[src/rtl/foc_pkg.sv]
package foc_pkg;

	localparam int DataW = 16;
	localparam int ErrW = 17;
	localparam int DiffW = ErrW + 3;
	localparam int AccW = 48;
	localparam int MulW = 20;

	localparam logic signed [AccW-1:0] SatHi = AccW'(32767);
	localparam logic signed [AccW-1:0] SatLo = -AccW'(32768);
	localparam logic signed [DiffW-1:0] ErrHi = DiffW'(65535);
	localparam logic signed [DiffW-1:0] ErrLo = -DiffW'(65536);

	localparam logic [2:0] RegTorqueKp = 3'd0;
	localparam logic [2:0] RegTorqueKi = 3'd1;
	localparam logic [2:0] RegFluxKp = 3'd2;
	localparam logic [2:0] RegFluxKi = 3'd3;
	localparam logic [2:0] RegTorqueRef = 3'd4;
	localparam logic [2:0] RegFluxRef = 3'd5;

	function automatic logic signed [AccW-1:0] rnd_sh(input logic signed [AccW-1:0] v,
			input int n);
		logic signed [AccW-1:0] t;
		begin
			t = v + (AccW'(1) <<< (n - 1));
			return t >>> n;
		end
	endfunction

	function automatic logic signed [DataW-1:0] sat16(input logic signed [AccW-1:0] v);
		begin
			if (v > SatHi) return 16'sh7fff;
			if (v < SatLo) return 16'sh8000;
			return v[DataW-1:0];
		end
	endfunction

	function automatic logic ovf16(input logic signed [AccW-1:0] v);
		begin
			return (v > SatHi) || (v < SatLo);
		end
	endfunction

	function automatic logic signed [ErrW-1:0] sat_err(input logic signed [DiffW-1:0] d);
		begin
			if (d > ErrHi) return ErrW'(65535);
			if (d < ErrLo) return ErrW'(-65536);
			return d[ErrW-1:0];
		end
	endfunction

endpackage

[src/rtl/foc_mac.sv]
module foc_mac (
	input logic clk,
	input logic arst_n,
	input logic clr,
	input logic acc_en,
	input logic neg,
	input logic signed [foc_pkg::MulW-1:0] op_a,
	input logic signed [foc_pkg::MulW-1:0] op_b,
	output logic signed [foc_pkg::AccW-1:0] acc
);
	import foc_pkg::*;

	logic signed [AccW-1:0] acc_q;
	logic signed [2*MulW-1:0] prod;

	assign prod = op_a * op_b;
	assign acc = acc_q;

	always_ff @(posedge clk or negedge arst_n) begin
		if (!arst_n) begin
			acc_q <= '0;
		end else if (acc_en) begin
			if (clr) begin
				acc_q <= neg ? -AccW'(prod) : AccW'(prod);
			end else begin
				acc_q <= neg ? acc_q - AccW'(prod) : acc_q + AccW'(prod);
			end
		end
	end
endmodule

[src/rtl/foc_current_regulator_core.sv]
// channel  | handshake             | payload
// s_axis   | s_axis_tvalid/tready  | tdata: phase_a, phase_b, angle; tuser: restart
// m_axis   | m_axis_tvalid/tready  | tdata: voltage_alpha, voltage_beta; tuser: clipped
// cfg      | cfg_we, cfg_idx       | cfg_data: gain and target registers
// a request runs 26 sequencer steps through the single shared multiplier, so the
// next request is taken only after the previous result is loaded; s_axis_tready is low meanwhile
// the result lands in the output register in the last step, StDone
// if that register is still full the last step waits until m_axis_tready frees it
// reset clears all registers and the pi history
module foc_current_regulator_core #(
	parameter int SINE_TABLE_BITS = 10,
	parameter int SAMPLE_WIDTH = 16
) (
	input logic clk,
	input logic arst_n,
	input logic s_axis_tvalid,
	output logic s_axis_tready,
	// phase_a_current, phase_b_current, electrical_angle, zero fill
	input logic [((2*SAMPLE_WIDTH+16+7)/8)*8-1:0] s_axis_tdata,
	// restart
	input logic s_axis_tuser,
	output logic m_axis_tvalid,
	input logic m_axis_tready,
	// voltage_alpha, voltage_beta
	output logic [31:0] m_axis_tdata,
	// clipped
	output logic m_axis_tuser,
	input logic cfg_we,
	input logic [2:0] cfg_idx,
	input logic [15:0] cfg_data
);
	import foc_pkg::*;

	localparam int Sh = 16 - SINE_TABLE_BITS;

	localparam logic [4:0] StSinSq = 5'd0;
	localparam logic [4:0] StSinU2 = 5'd1;
	localparam logic [4:0] StSinT = 5'd2;
	localparam logic [4:0] StSinS = 5'd3;
	localparam logic [4:0] StSinCap = 5'd4;
	localparam logic [4:0] StCosSq = 5'd5;
	localparam logic [4:0] StCosU2 = 5'd6;
	localparam logic [4:0] StCosT = 5'd7;
	localparam logic [4:0] StCosS = 5'd8;
	localparam logic [4:0] StCosCap = 5'd9;
	localparam logic [4:0] StBeta = 5'd10;
	localparam logic [4:0] StIdA = 5'd11;
	localparam logic [4:0] StIdB = 5'd12;
	localparam logic [4:0] StIqA = 5'd13;
	localparam logic [4:0] StIqB = 5'd14;
	localparam logic [4:0] StIqDone = 5'd15;
	localparam logic [4:0] StPiqA = 5'd16;
	localparam logic [4:0] StPiqB = 5'd17;
	localparam logic [4:0] StPidA = 5'd18;
	localparam logic [4:0] StPidB = 5'd19;
	localparam logic [4:0] StPidDone = 5'd20;
	localparam logic [4:0] StVaA = 5'd21;
	localparam logic [4:0] StVaB = 5'd22;
	localparam logic [4:0] StVbA = 5'd23;
	localparam logic [4:0] StVbB = 5'd24;
	localparam logic [4:0] StDone = 5'd25;

	logic [15:0] kpq_q, kiq_q, kpd_q, kid_q;
	logic signed [15:0] tq_q, td_q;
	logic signed [ErrW-1:0] eq_last_q, ed_last_q;
	logic signed [15:0] yq_last_q, yd_last_q;
	logic signed [15:0] ia_q, ib_q, sn_q, cs_q, vd_q, vq_q, va_q;
	logic signed [ErrW-1:0] beta_q;
	logic signed [ErrW:0] id_q, iq_q;
	logic [MulW-1:0] u2_q;
	logic [15:0] ang_q;
	logic busy_q, clip_q, ovalid_q;
	logic [4:0] step_q;
	logic [31:0] odata_q;
	logic oclip_q;

	logic mclr, men, mneg;
	logic signed [MulW-1:0] ma, mb;
	logic signed [AccW-1:0] acc;

	foc_mac u_mac (.clk(clk), .arst_n(arst_n), .clr(mclr), .acc_en(men), .neg(mneg),
		.op_a(ma), .op_b(mb), .acc(acc));

	logic signed [SAMPLE_WIDTH-1:0] ra, rb;
	logic signed [15:0] qa, qb;
	assign ra = s_axis_tdata[SAMPLE_WIDTH-1:0];
	assign rb = s_axis_tdata[2*SAMPLE_WIDTH-1:SAMPLE_WIDTH];
	if (SAMPLE_WIDTH >= 16) begin : g_narrow
		assign qa = 16'(ra >>> (SAMPLE_WIDTH - 16));
		assign qb = 16'(rb >>> (SAMPLE_WIDTH - 16));
	end else begin : g_widen
		assign qa = 16'(ra) <<< (16 - SAMPLE_WIDTH);
		assign qb = 16'(rb) <<< (16 - SAMPLE_WIDTH);
	end

	// sine: u for sin in steps 0..4, for cos in steps 5..9
	logic [15:0] ang_c;
	logic [14:0] u_c;
	assign ang_c = (step_q >= StCosSq) ? ang_q + 16'd16384 : ang_q;
	assign u_c = ang_c[14] ? 15'd16384 - {1'b0, ang_c[13:0]} : {1'b0, ang_c[13:0]};

	logic signed [AccW-1:0] acc14, rnd12, rnd15, ysum;
	logic [MulW-1:0] t_c;
	logic signed [15:0] s_mag, s_c, ysat, vsat;
	logic yovf, vovf;
	logic signed [ErrW-1:0] eq_c, ed_c;
	logic out_load;

	assign acc14 = acc >>> 14;
	assign t_c = acc14[MulW-1:0];
	assign s_mag = (acc14 > SatHi) ? 16'sd32767 : acc14[15:0];
	assign s_c = ang_c[15] ? -s_mag : s_mag;

	assign rnd12 = rnd_sh(acc, 12);
	assign rnd15 = rnd_sh(acc, 15);
	assign ysum = AccW'(step_q == StPidA ? yq_last_q : yd_last_q) + rnd12;
	assign ysat = sat16(ysum);
	assign yovf = ovf16(ysum);
	assign vsat = sat16(rnd15);
	assign vovf = ovf16(rnd15);

	assign eq_c = sat_err(DiffW'(tq_q) - DiffW'(iq_q));
	assign ed_c = sat_err(DiffW'(td_q) - DiffW'(id_q));

	// sequencer: at most one multiply per step
	always_comb begin
		mclr = 1'b1;
		men = busy_q;
		mneg = 1'b0;
		ma = '0;
		mb = '0;
		case (step_q)
			StSinSq, StCosSq: begin ma = MulW'(u_c); mb = MulW'(u_c); end
			StSinU2, StCosU2: begin ma = t_c; mb = MulW'(2320); end
			StSinT, StCosT: begin ma = MulW'(21024) - t_c; mb = u2_q; end
			StSinS, StCosS: begin ma = MulW'(51472) - t_c; mb = MulW'(u_c); end
			StBeta: begin ma = MulW'(ia_q) + (MulW'(ib_q) <<< 1); mb = MulW'(18919); end
			StIdA: begin ma = MulW'(ia_q); mb = MulW'(cs_q); end
			StIdB: begin ma = MulW'(beta_q); mb = MulW'(sn_q); mclr = 1'b0; end
			StIqA: begin ma = MulW'(beta_q); mb = MulW'(cs_q); end
			StIqB: begin ma = MulW'(ia_q); mb = MulW'(sn_q); mclr = 1'b0; mneg = 1'b1; end
			StPiqA: begin ma = MulW'({1'b0, kpq_q}) + MulW'({1'b0, kiq_q});
				mb = MulW'(eq_c); end
			StPiqB: begin ma = MulW'({1'b0, kpq_q}); mb = MulW'(eq_last_q);
				mclr = 1'b0; mneg = 1'b1; end
			StPidA: begin ma = MulW'({1'b0, kpd_q}) + MulW'({1'b0, kid_q});
				mb = MulW'(ed_c); end
			StPidB: begin ma = MulW'({1'b0, kpd_q}); mb = MulW'(ed_last_q);
				mclr = 1'b0; mneg = 1'b1; end
			StVaA: begin ma = MulW'(vd_q); mb = MulW'(cs_q); end
			StVaB: begin ma = MulW'(vq_q); mb = MulW'(sn_q); mclr = 1'b0; mneg = 1'b1; end
			StVbA: begin ma = MulW'(vd_q); mb = MulW'(sn_q); end
			StVbB: begin ma = MulW'(vq_q); mb = MulW'(cs_q); mclr = 1'b0; end
			default: men = 1'b0;
		endcase
	end

	assign out_load = busy_q && (step_q == StDone) && (!ovalid_q || m_axis_tready);

	assign s_axis_tready = !busy_q;
	assign m_axis_tvalid = ovalid_q;
	assign m_axis_tdata = odata_q;
	assign m_axis_tuser = oclip_q;

	always_ff @(posedge clk or negedge arst_n) begin
		if (!arst_n) begin
			kpq_q <= '0; kiq_q <= '0; kpd_q <= '0; kid_q <= '0;
			tq_q <= '0; td_q <= '0;
			eq_last_q <= '0; ed_last_q <= '0; yq_last_q <= '0; yd_last_q <= '0;
			busy_q <= 1'b0; step_q <= '0; ovalid_q <= 1'b0;
			clip_q <= 1'b0; oclip_q <= 1'b0; odata_q <= '0;
			ia_q <= '0; ib_q <= '0; sn_q <= '0; cs_q <= '0; beta_q <= '0;
			id_q <= '0; iq_q <= '0; vd_q <= '0; vq_q <= '0; va_q <= '0; u2_q <= '0;
			ang_q <= '0;
		end else begin
			if (cfg_we) begin
				case (cfg_idx)
					RegTorqueKp: kpq_q <= cfg_data;
					RegTorqueKi: kiq_q <= cfg_data;
					RegFluxKp: kpd_q <= cfg_data;
					RegFluxKi: kid_q <= cfg_data;
					RegTorqueRef: tq_q <= cfg_data;
					RegFluxRef: td_q <= cfg_data;
					default: ;
				endcase
			end
			if (out_load) begin
				ovalid_q <= 1'b1;
			end else if (m_axis_tready) begin
				ovalid_q <= 1'b0;
			end
			if (s_axis_tvalid && s_axis_tready) begin
				busy_q <= 1'b1;
				step_q <= StSinSq;
				clip_q <= 1'b0;
				ia_q <= qa;
				ib_q <= qb;
				ang_q <= (s_axis_tdata[2*SAMPLE_WIDTH+15:2*SAMPLE_WIDTH] >> Sh) << Sh;
				if (s_axis_tuser) begin
					eq_last_q <= '0; ed_last_q <= '0; yq_last_q <= '0; yd_last_q <= '0;
				end
			end else if (busy_q) begin
				if (step_q != StDone) step_q <= step_q + 5'd1;
				case (step_q)
					StSinU2, StCosU2: u2_q <= t_c;
					StSinCap: sn_q <= s_c;
					StCosCap: cs_q <= s_c;
					StIdA: beta_q <= rnd15[ErrW-1:0];
					StIqA: id_q <= rnd15[ErrW:0];
					StIqDone: iq_q <= rnd15[ErrW:0];
					StPiqB: eq_last_q <= eq_c;
					StPidA: begin
						vq_q <= ysat; yq_last_q <= ysat; clip_q <= clip_q | yovf;
					end
					StPidB: ed_last_q <= ed_c;
					StPidDone: begin
						vd_q <= ysat; yd_last_q <= ysat; clip_q <= clip_q | yovf;
					end
					StVbA: begin
						va_q <= vsat; clip_q <= clip_q | vovf;
					end
					StDone: begin
						if (out_load) begin
							odata_q <= {vsat, va_q};
							oclip_q <= clip_q | vovf;
							busy_q <= 1'b0;
						end
					end
					default: ;
				endcase
			end
		end
	end
endmodule
[config.mk]
export PLATFORM = sky130hd
export DESIGN_NAME = foc_current_regulator_core
export DESIGN_NICKNAME = d
export VERILOG_FILES = /design/src/rtl/foc_pkg.sv /design/src/rtl/foc_mac.sv /design/src/rtl/foc_current_regulator_core.sv
export SDC_FILE = /design/constraint.sdc
export NUM_CORES = 2
export LEC_CHECK = 0
export BUFFER_PORTS_ARGS = -buffer_cell sky130_fd_sc_hd__buf_2
export CAP_MARGIN = 20
export CORE_MARGIN = 5
export CORE_UTILIZATION = 55
export CTS_CLUSTER_DIAMETER = 120
export DETAILED_ROUTE_END_ITERATION = 8
export PLACE_DENSITY = 0.76
export SYNTH_ARGS = -nofsm -noshare
export SYNTH_HDL_FRONTEND = slang
export SYNTH_SLANG_ARGS = --single-unit
[constraint.sdc]
create_clock -name clk -period 18.1 [get_ports clk]
set_clock_uncertainty 0.2 [all_clocks]
set_input_delay 1.81 -clock clk [delete_from_list [all_inputs] [get_ports clk]]
set_output_delay 1.81 -clock clk [all_outputs]
set_load 0.02 [all_outputs]
---- Yosys cells after proc, flatten, opt, wreduce, memory -nomap -nowiden ----
Index checks and enable logic that the tools add are counted.
cells by class
  equality and inequality tests ........... 32
  multiply operators ...................... 1
  $add $sub $neg .......................... 17
  reductions and logical operators ........ 55
  magnitude comparators ................... 10
  muxes and demuxes ....................... 66
  bitwise gates (word level) .............. 3
operator list
  operator                                                                 count
  16-bit two-way mux                                                       18
  20-bit one-hot mux with 13 select lines                                  1
  17-bit two-way mux                                                       15
  20-bit one-hot mux with 10 select lines                                  1
  48-bit two-way mux                                                       4
  5-bit == test (second input constant)                                    10
  48-bit by 13-bit adder with 48-bit output (second input constant)        1
  48-bit by 16-bit adder with 48-bit output (second input constant)        1
  48-bit by 36-bit adder with 48-bit output                                1
  48-bit by 40-bit adder with 48-bit output                                1
  48-bit by 16-bit > comparator with 1-bit output (second input constant)  1
  48-bit by 16-bit < comparator with 1-bit output (second input constant)  1
  40-bit negation with 48-bit output                                       1
  48-bit by 40-bit subtractor with 48-bit output                           1
  5-bit by 4-bit == test with 1-bit output (second input constant)         8
  20-bit by 20-bit multiplier with 40-bit output                           1
  3-bit AND reduction                                                      13
  19-bit by 17-bit > comparator with 1-bit output (second input constant)  2
  19-bit by 17-bit < comparator with 1-bit output (second input constant)  2
  16-bit by 18-bit subtractor with 19-bit output                           2
  16-bit by 16-bit adder with 17-bit output                                2
  34-bit by 16-bit > comparator with 1-bit output (second input constant)  1
  33-bit by 16-bit > comparator with 1-bit output (second input constant)  1
  33-bit by 16-bit < comparator with 1-bit output (second input constant)  1
  35 further kinds                                                         94
storage, ports and cells
  flip-flop bits (word level) ............. 446
  bits of input ports ..................... 73

---- Logic depth before layout (Yosys ltp) ----
  depth after elaboration ................. 11
  depth in mapped cells ................... 59

---- Modules after synthesis ----
From an unflattened synthesis, not the netlist that was laid out.
unflattened totals
  cells, all modules ...................... 5521
  area, all modules ....................... 48318.8 um^2
by module, submodules not included
  module                      cells an instance  seq. area each (um^2)  times used  area each (um^2)
  foc_current_regulator_core  2849               9959.6                 1           25949.9
  foc_mac                     2672               1201.2                 1           22369.0

---- Worst setup path before layout ----
OpenSTA, ideal clock, no wires.
  kind .................................... register to register
  start point ............................. register step_q[0]
  end point ............................... register u_mac.acc_q[47] (netlist: u_mac.acc[47])
  required time ........................... 17.763 ns
  path buffers ............................ 5
  setup slack ............................. 4.077 ns
  data arrival time ....................... 13.686 ns
  cell stages (with the launch flop) ...... 56
  path through ............................ dfrtp_1 -> ha_1 -> clkbuf_1 -> mux2i_1 -> nor3_1 -> ha_1 -> a31oi_1 -> o21bai_1 -> a31o_2 -> a21oi_1 -> o21bai_1 -> a21oi_1 -> o21ai_0 -> a21oi_1 -> nor3_1 -> o21ai_0 -> and3_1 -> clkbuf_1 -> (+20 left out) -> and4b_1 -> buf_2 -> nor4b_1 -> nand3_1 -> o31ai_2 -> xnor2_1 -> ha_1 -> clkbuf_1 -> a21o_1 -> a21oi_1 -> nand2_1 -> a21oi_1 -> nor2_1 -> a221oi_1 -> o21ai_1 -> mux2_1 -> o311ai_1 -> a211oi_1
between the ends
  cells in the longest elaborated chain, start to end .. 9
  elaborated cells on any way between the ends .. 50
  classes of those cells .................. add/sub (4); mul (1); order compare (1); eq/ne (20); mux (9); reduce/logical (15)
ends and longest elaborated chain
  element                                                                                             line                               source
  start, declared                                                                                     foc_current_regulator_core.sv:73   logic [4:0] step_q;
  start signal, assigned                                                                              foc_current_regulator_core.sv:194  step_q <= StSinSq;
  start signal, assigned                                                                              foc_current_regulator_core.sv:203  if (step_q != StDone) step_q <= step_q + 5'd1;
  5-bit by 3-bit >= comparator with 1-bit output                                                      foc_current_regulator_core.sv:99   assign ang_c = (step_q >= StCosSq) ? ang_q + 16'd16384 : ang_q;
  16-bit two-way mux                                                                                  foc_current_regulator_core.sv:99
  15-bit by 14-bit subtractor with 15-bit output                                                      foc_current_regulator_core.sv:100  assign u_c = ang_c[14] ? 15'd16384 - {1'b0, ang_c[13:0]} : {1'b0, ang_c[13:0]};
  15-bit two-way mux                                                                                  foc_current_regulator_core.sv:100
  20-bit one-hot mux with 13 select lines or 20-bit one-hot mux with 10 select lines (tied branches)  foc_current_regulator_core.sv:132  case (step_q)
  20-bit by 20-bit multiplier with 40-bit output                                                      foc_mac.sv:16                      assign prod = op_a * op_b;
  48-bit by 40-bit adder with 48-bit output (tied with other cells)                                   foc_mac.sv:26                      acc_q <= neg ? acc_q - AccW'(prod) : acc_q + AccW'(prod);
  48-bit two-way mux (on tied branches)                                                               foc_mac.sv:26, foc_mac.sv:24
  48-bit two-way mux                                                                                  foc_mac.sv:23                      if (clr) begin
  end signal, assigned                                                                                foc_mac.sv:24                      acc_q <= neg ? -AccW'(prod) : AccW'(prod);
  end signal, assigned                                                                                foc_mac.sv:26
  end, declared                                                                                       foc_mac.sv:13                      logic signed [AccW-1:0] acc_q;
Parallel ways exist; a longest one is shown, timed or not.
A chain may end at the register's enable or synchronous reset.

---- Worst setup path after layout ----
  start point ............................. register u_mac.acc_q[18] (netlist: u_mac.acc[18])
  end point ............................... register u_mac.acc_q[47] (netlist: u_mac.acc[47])
between the ends
  cells in the longest elaborated chain, start to end .. 6
  elaborated cells on any way between the ends .. 10
  classes of those cells .................. add/sub (5); mul (1); mux (4)
ends and longest elaborated chain
  element                                                                                                           line
  16-bit by 20-bit subtractor with 20-bit output or 15-bit by 20-bit subtractor with 20-bit output (tied branches)  foc_current_regulator_core.sv:136, foc_current_regulator_core.sv:135
  20-bit one-hot mux with 13 select lines                                                                           foc_current_regulator_core.sv:132
  20-bit by 20-bit multiplier with 40-bit output                                                                    foc_mac.sv:16
  48-bit by 40-bit adder with 48-bit output (tied with other cells)                                                 foc_mac.sv:26
  48-bit two-way mux (on tied branches)                                                                             foc_mac.sv:26, foc_mac.sv:24
  48-bit two-way mux *                                                                                              foc_mac.sv:23
Mark *: on every way between the ends. The rest lies on a longest branch, timed or not.

==> results.yml <==
routing:
  number_of_antenna_violating_nets_in_the_routed_design: 0
  routed_wl_mm: 147.4
  first_drt_pass_iteration_count: 9
  routed_wire_length_per_instance_um: 22.40
  1st_iter_drt_viols: 5004
  drcViolationCount: 0
  routed-via-count: 40470
  avgViaCountPerCell: 6.151
synthesis:
  synth_top_flop_cell: "sky130_fd_sc_hd__dfrtp_1"
  postSynthRegisterBits: 446
  async_set_reset_flop_share_out_of_synthesis: 1.000
  synth_area_per_cell_um2: 8.631
  mappedNetlistNets: 6207
  syn-cell-area_mm2: 0.04673
  warnings_synthesis: 0
  ys_types: 99
  edff_count_synth: 0
  ys_seq_area_frac: 0.2388
  syn-instance-count: 5415
worst_setup_path:
  crit_path_max_fanout: 12
  cp_slowest_stage_delay_ns: 0.81
  critical-path-top-cell-by-count: "sky130_fd_sc_hd__fa_1"
  critical_path.startpoint_type: "flip-flop"
  worstSetupPathType: "reg -> reg"
  critical_path.endpoint_type: "flip-flop"
  slowest_stage: "sky130_fd_sc_hd__fa_1"
  timing.critical_path.arrival_ns: 16.34
  crit_required_ns: 18.36
sta:
  max_clock_freq_mhz: 62.21
  setup_viol: 0
  max-slew-margin-rel: 0.1908
  final-max-slew-violation-count: 0
  max_slew.worst_pin.slew_ns: 1.207
  rsz_0062_raised_after_global_routing: "no"
  setup-tns-final_ns: 0
  final-hold-violation-count: 0
  period_minus_ws_final_ns: 16.08
  final.period_utilization: 0.8881
worst_hold_path:
  hold_removal_path_class: "reg -> reg"
floorplan:
  num_io_pins: 108
  num_rows: 107
  design.core.area_mm2: 0.08475
  die_area_mm2: 0.09090
  y_dimension_of_the_die_um: 301.5
  floorplan.die.width_um: 301.5
  effective_utilization_at_floorplan: 0.5515
clocking:
  cts.reportedPaths.clkPinSlew_ns: 0.06
  hold_buffers: 0
  numClockSinks: 446
  tritoncts: "yes"
  cts-root-buf: "sky130_fd_sc_hd__clkbuf_16"
  clock_latency_ns: 0.62
  cts-buffers-inserted: 48
  clock_tree_buffer_depth: 3
  cts_repair_resize_count: 0
  h-tree-depth: 2
  post-cts-setup-buffer-count: 0
grt:
  maximum_number_of_pins_on_one_net_before_global_route_repair: 89
  grt.total_usage: 0.3227
  grt_first_pass_wirelength_mm: 228.9
  first_global_vias: 39420
  grt_overflow: 0
  grt_antenna_before_repair: 2
placed_design:
  place.gp.congestion: 0.9877
  dp_hpwl_mm: 113.2
  numPortBuffers: 101
finish:
  design.final.nets: 6187
  final_layout_size_suffix_gt1_frac: 0.09718
  fillerInstances: 7330
  area_delta_synth_final_pct: 7.595
run_status:
  run_status: "finished clean"
run:
  drv.max_cap_violation_count: 0
cells by family (layout without fill, tap and decap cells):
logic type | after synthesis | count (layout) | synth area share
AOI/OAI and AO/OA | 1205 | 1205 | 0.1696
xor gates and xnor gates | 288 | 288 | 0.05397
adders and majority gates | 719 | 719 | 0.2612
buffers and inverters | 923 | 941 | 0.07461
DFF | 446 | 446 | 0.2388
muxes | 177 | 177 | 0.04238
other | 0 | 2 | 0
and+or+nand+nor | 1657 | 1657 | 0.1593
flip-flops by register name (all words and copies together) (netlist names), 17 cells and up:
register / count
beta_q: 17
ed_last_q: 17
eq_last_q: 17
id_q: 18
iq_q: 18
m_axis_tdata: 32
u2_q: 20
u_mac.acc: 48
critical path, delay by kind of cell (launching register included):
kind                     cells  cell delay (ns)
AND/OR/NAND/NOR             10             3.07
flip-flops                   1             0.67
XOR/XNOR                     1             0.13
buffers and inverters        7             1.35
multiplexers                 1             0.37
adder cells (fa/ha/maj)     10             5.45
AO/OA/AOI/OAI               19             4.63
path summary, 6_finish.rpt:
| check | from | end | slack (ns) | cells past startpoint |
|---|---|---|---|---|
| worst max-delay path | u_mac.acc[18] | u_mac.acc[47] | 2.02 | 48 |
| worst min-delay path | m_axis_tdata[31] | m_axis_tdata[31] | 0.27 | 2 |
| worst max register to register | u_mac.acc[18] | u_mac.acc[47] | 2.02 | 48 |
| worst min register to register | m_axis_tdata[31] | m_axis_tdata[31] | 0.27 | 2 |
| max in group asynchronous | arst_n | iq_q[5] | 14.32 | 3 |
| min in group asynchronous | arst_n | va_q[15] | 1.01 | 1 |
cell usage after synthesis (11+ instances only):
cell | n | area, µm²
sky130_fd_sc_hd__o21ai_0 | 271 | 1356
sky130_fd_sc_hd__xnor2_1 | 202 | 1769
sky130_fd_sc_hd__a211oi_1 | 31 | 232.7
sky130_fd_sc_hd__ha_1 | 291 | 3641
sky130_fd_sc_hd__nor3_1 | 54 | 270.3
sky130_fd_sc_hd__nand2_1 | 592 | 2222
sky130_fd_sc_hd__nor2b_1 | 39 | 244.0
sky130_fd_sc_hd__o211ai_1 | 25 | 187.7
sky130_fd_sc_hd__a221oi_1 | 27 | 236.5
sky130_fd_sc_hd__o21a_1 | 38 | 285.3
sky130_fd_sc_hd__clkbuf_1 | 247 | 927.1
sky130_fd_sc_hd__or3_1 | 21 | 131.4
sky130_fd_sc_hd__nor2_1 | 535 | 2008
sky130_fd_sc_hd__a21o_1 | 99 | 743.2
sky130_fd_sc_hd__nor4_1 | 12 | 75.07
sky130_fd_sc_hd__a22oi_1 | 13 | 97.59
sky130_fd_sc_hd__and2_1 | 28 | 175.2
sky130_fd_sc_hd__a31oi_1 | 33 | 206.5
sky130_fd_sc_hd__mux2_2 | 166 | 1869
sky130_fd_sc_hd__and3_1 | 28 | 175.2
sky130_fd_sc_hd__a222oi_1 | 31 | 310.3
sky130_fd_sc_hd__nand3_1 | 151 | 755.7
sky130_fd_sc_hd__dfrtp_1 | 446 | 11160
sky130_fd_sc_hd__o21bai_1 | 35 | 262.8
sky130_fd_sc_hd__nand2b_1 | 74 | 462.9
sky130_fd_sc_hd__nand4_1 | 32 | 200.2
sky130_fd_sc_hd__a21oi_1 | 358 | 1792
sky130_fd_sc_hd__a211o_1 | 12 | 105.1
sky130_fd_sc_hd__a221o_1 | 49 | 490.5
sky130_fd_sc_hd__o21ai_1 | 16 | 80.08
sky130_fd_sc_hd__and4_1 | 16 | 140.1
sky130_fd_sc_hd__xor2_1 | 86 | 753.2
sky130_fd_sc_hd__or2_2 | 22 | 137.6
sky130_fd_sc_hd__o31ai_1 | 18 | 135.1
sky130_fd_sc_hd__o221ai_1 | 15 | 131.4
sky130_fd_sc_hd__buf_1 | 11 | 41.29
sky130_fd_sc_hd__inv_1 | 654 | 2455
sky130_fd_sc_hd__fa_1 | 428 | 8568
metal layers:
metal  vias to the layer above  global-route usage  part of all wire
li1                      18240                   -                 -
met1                     19700              0.4484              0.40
met2                      2142              0.4960              0.44
met3                       384             0.06976              0.11
met4                         0              0.1286             0.047
met5                         -                   0                 0
layout make-up:
class | instances | area, µm² | area share
Timing Repair Buffer | 196 | 1284 | 0.02553
Clock buffer | 67 | 1445 | 0.02874
Sequential cell | 446 | 11160 | 0.2220
Antenna cell | 2 | 5.005 | 0.00009953
Tap cell | 1144 | 1431 | 0.02847
Multi-Input combinational cell | 4046 | 32250 | 0.6413
Clock inverter | 21 | 244.0 | 0.004852
Inverter | 657 | 2466 | 0.04904
through the flow:
step	std cells	hold WS (ns)	utilization	cell area, µm²	setup WS (ns)
6_report	6579	0.2725	0.5934	50280	2.025
2_1_floorplan	5415	0.2453	-	46730	4.077
4_1_cts	6570	0.2799	0.5922	50180	2.236
3_5_place_dp	6482	0.2634	0.5722	48490	2.309
5_1_grt	6578	0.2900	0.5933	50280	1.021
3_3_place_gp	6478	0.2585	0.5717	48450	2.480
cells in the final DEF, fill, tap and decap left out, types with 22 or more instances in the layout:
cell	n
sky130_fd_sc_hd__and3_1	28
sky130_fd_sc_hd__buf_4	89
sky130_fd_sc_hd__a211oi_1	31
sky130_fd_sc_hd__fa_1	428
sky130_fd_sc_hd__nand4_1	32
sky130_fd_sc_hd__buf_2	100
sky130_fd_sc_hd__nor2_1	527
sky130_fd_sc_hd__mux2_2	166
sky130_fd_sc_hd__a221oi_1	27
sky130_fd_sc_hd__xnor2_1	202
sky130_fd_sc_hd__and2_1	28
sky130_fd_sc_hd__a222oi_1	31
sky130_fd_sc_hd__ha_1	291
sky130_fd_sc_hd__or2_2	22
sky130_fd_sc_hd__a21o_1	99
sky130_fd_sc_hd__inv_1	654
sky130_fd_sc_hd__xor2_1	86
sky130_fd_sc_hd__o21bai_1	34
sky130_fd_sc_hd__a221o_1	49
sky130_fd_sc_hd__o21a_1	38
sky130_fd_sc_hd__clkbuf_16	50
sky130_fd_sc_hd__dfrtp_1	446
sky130_fd_sc_hd__a31oi_1	32
sky130_fd_sc_hd__nor3_1	53
sky130_fd_sc_hd__nand3_1	150
sky130_fd_sc_hd__nor2b_1	38
sky130_fd_sc_hd__nand2_1	592
sky130_fd_sc_hd__o21ai_0	271
sky130_fd_sc_hd__a21oi_1	356
sky130_fd_sc_hd__nand2b_1	73
sky130_fd_sc_hd__o211ai_1	25
Power is not shown: default switching activity piles up to over one toggle a cycle in this logic, so the estimate is an artifact.
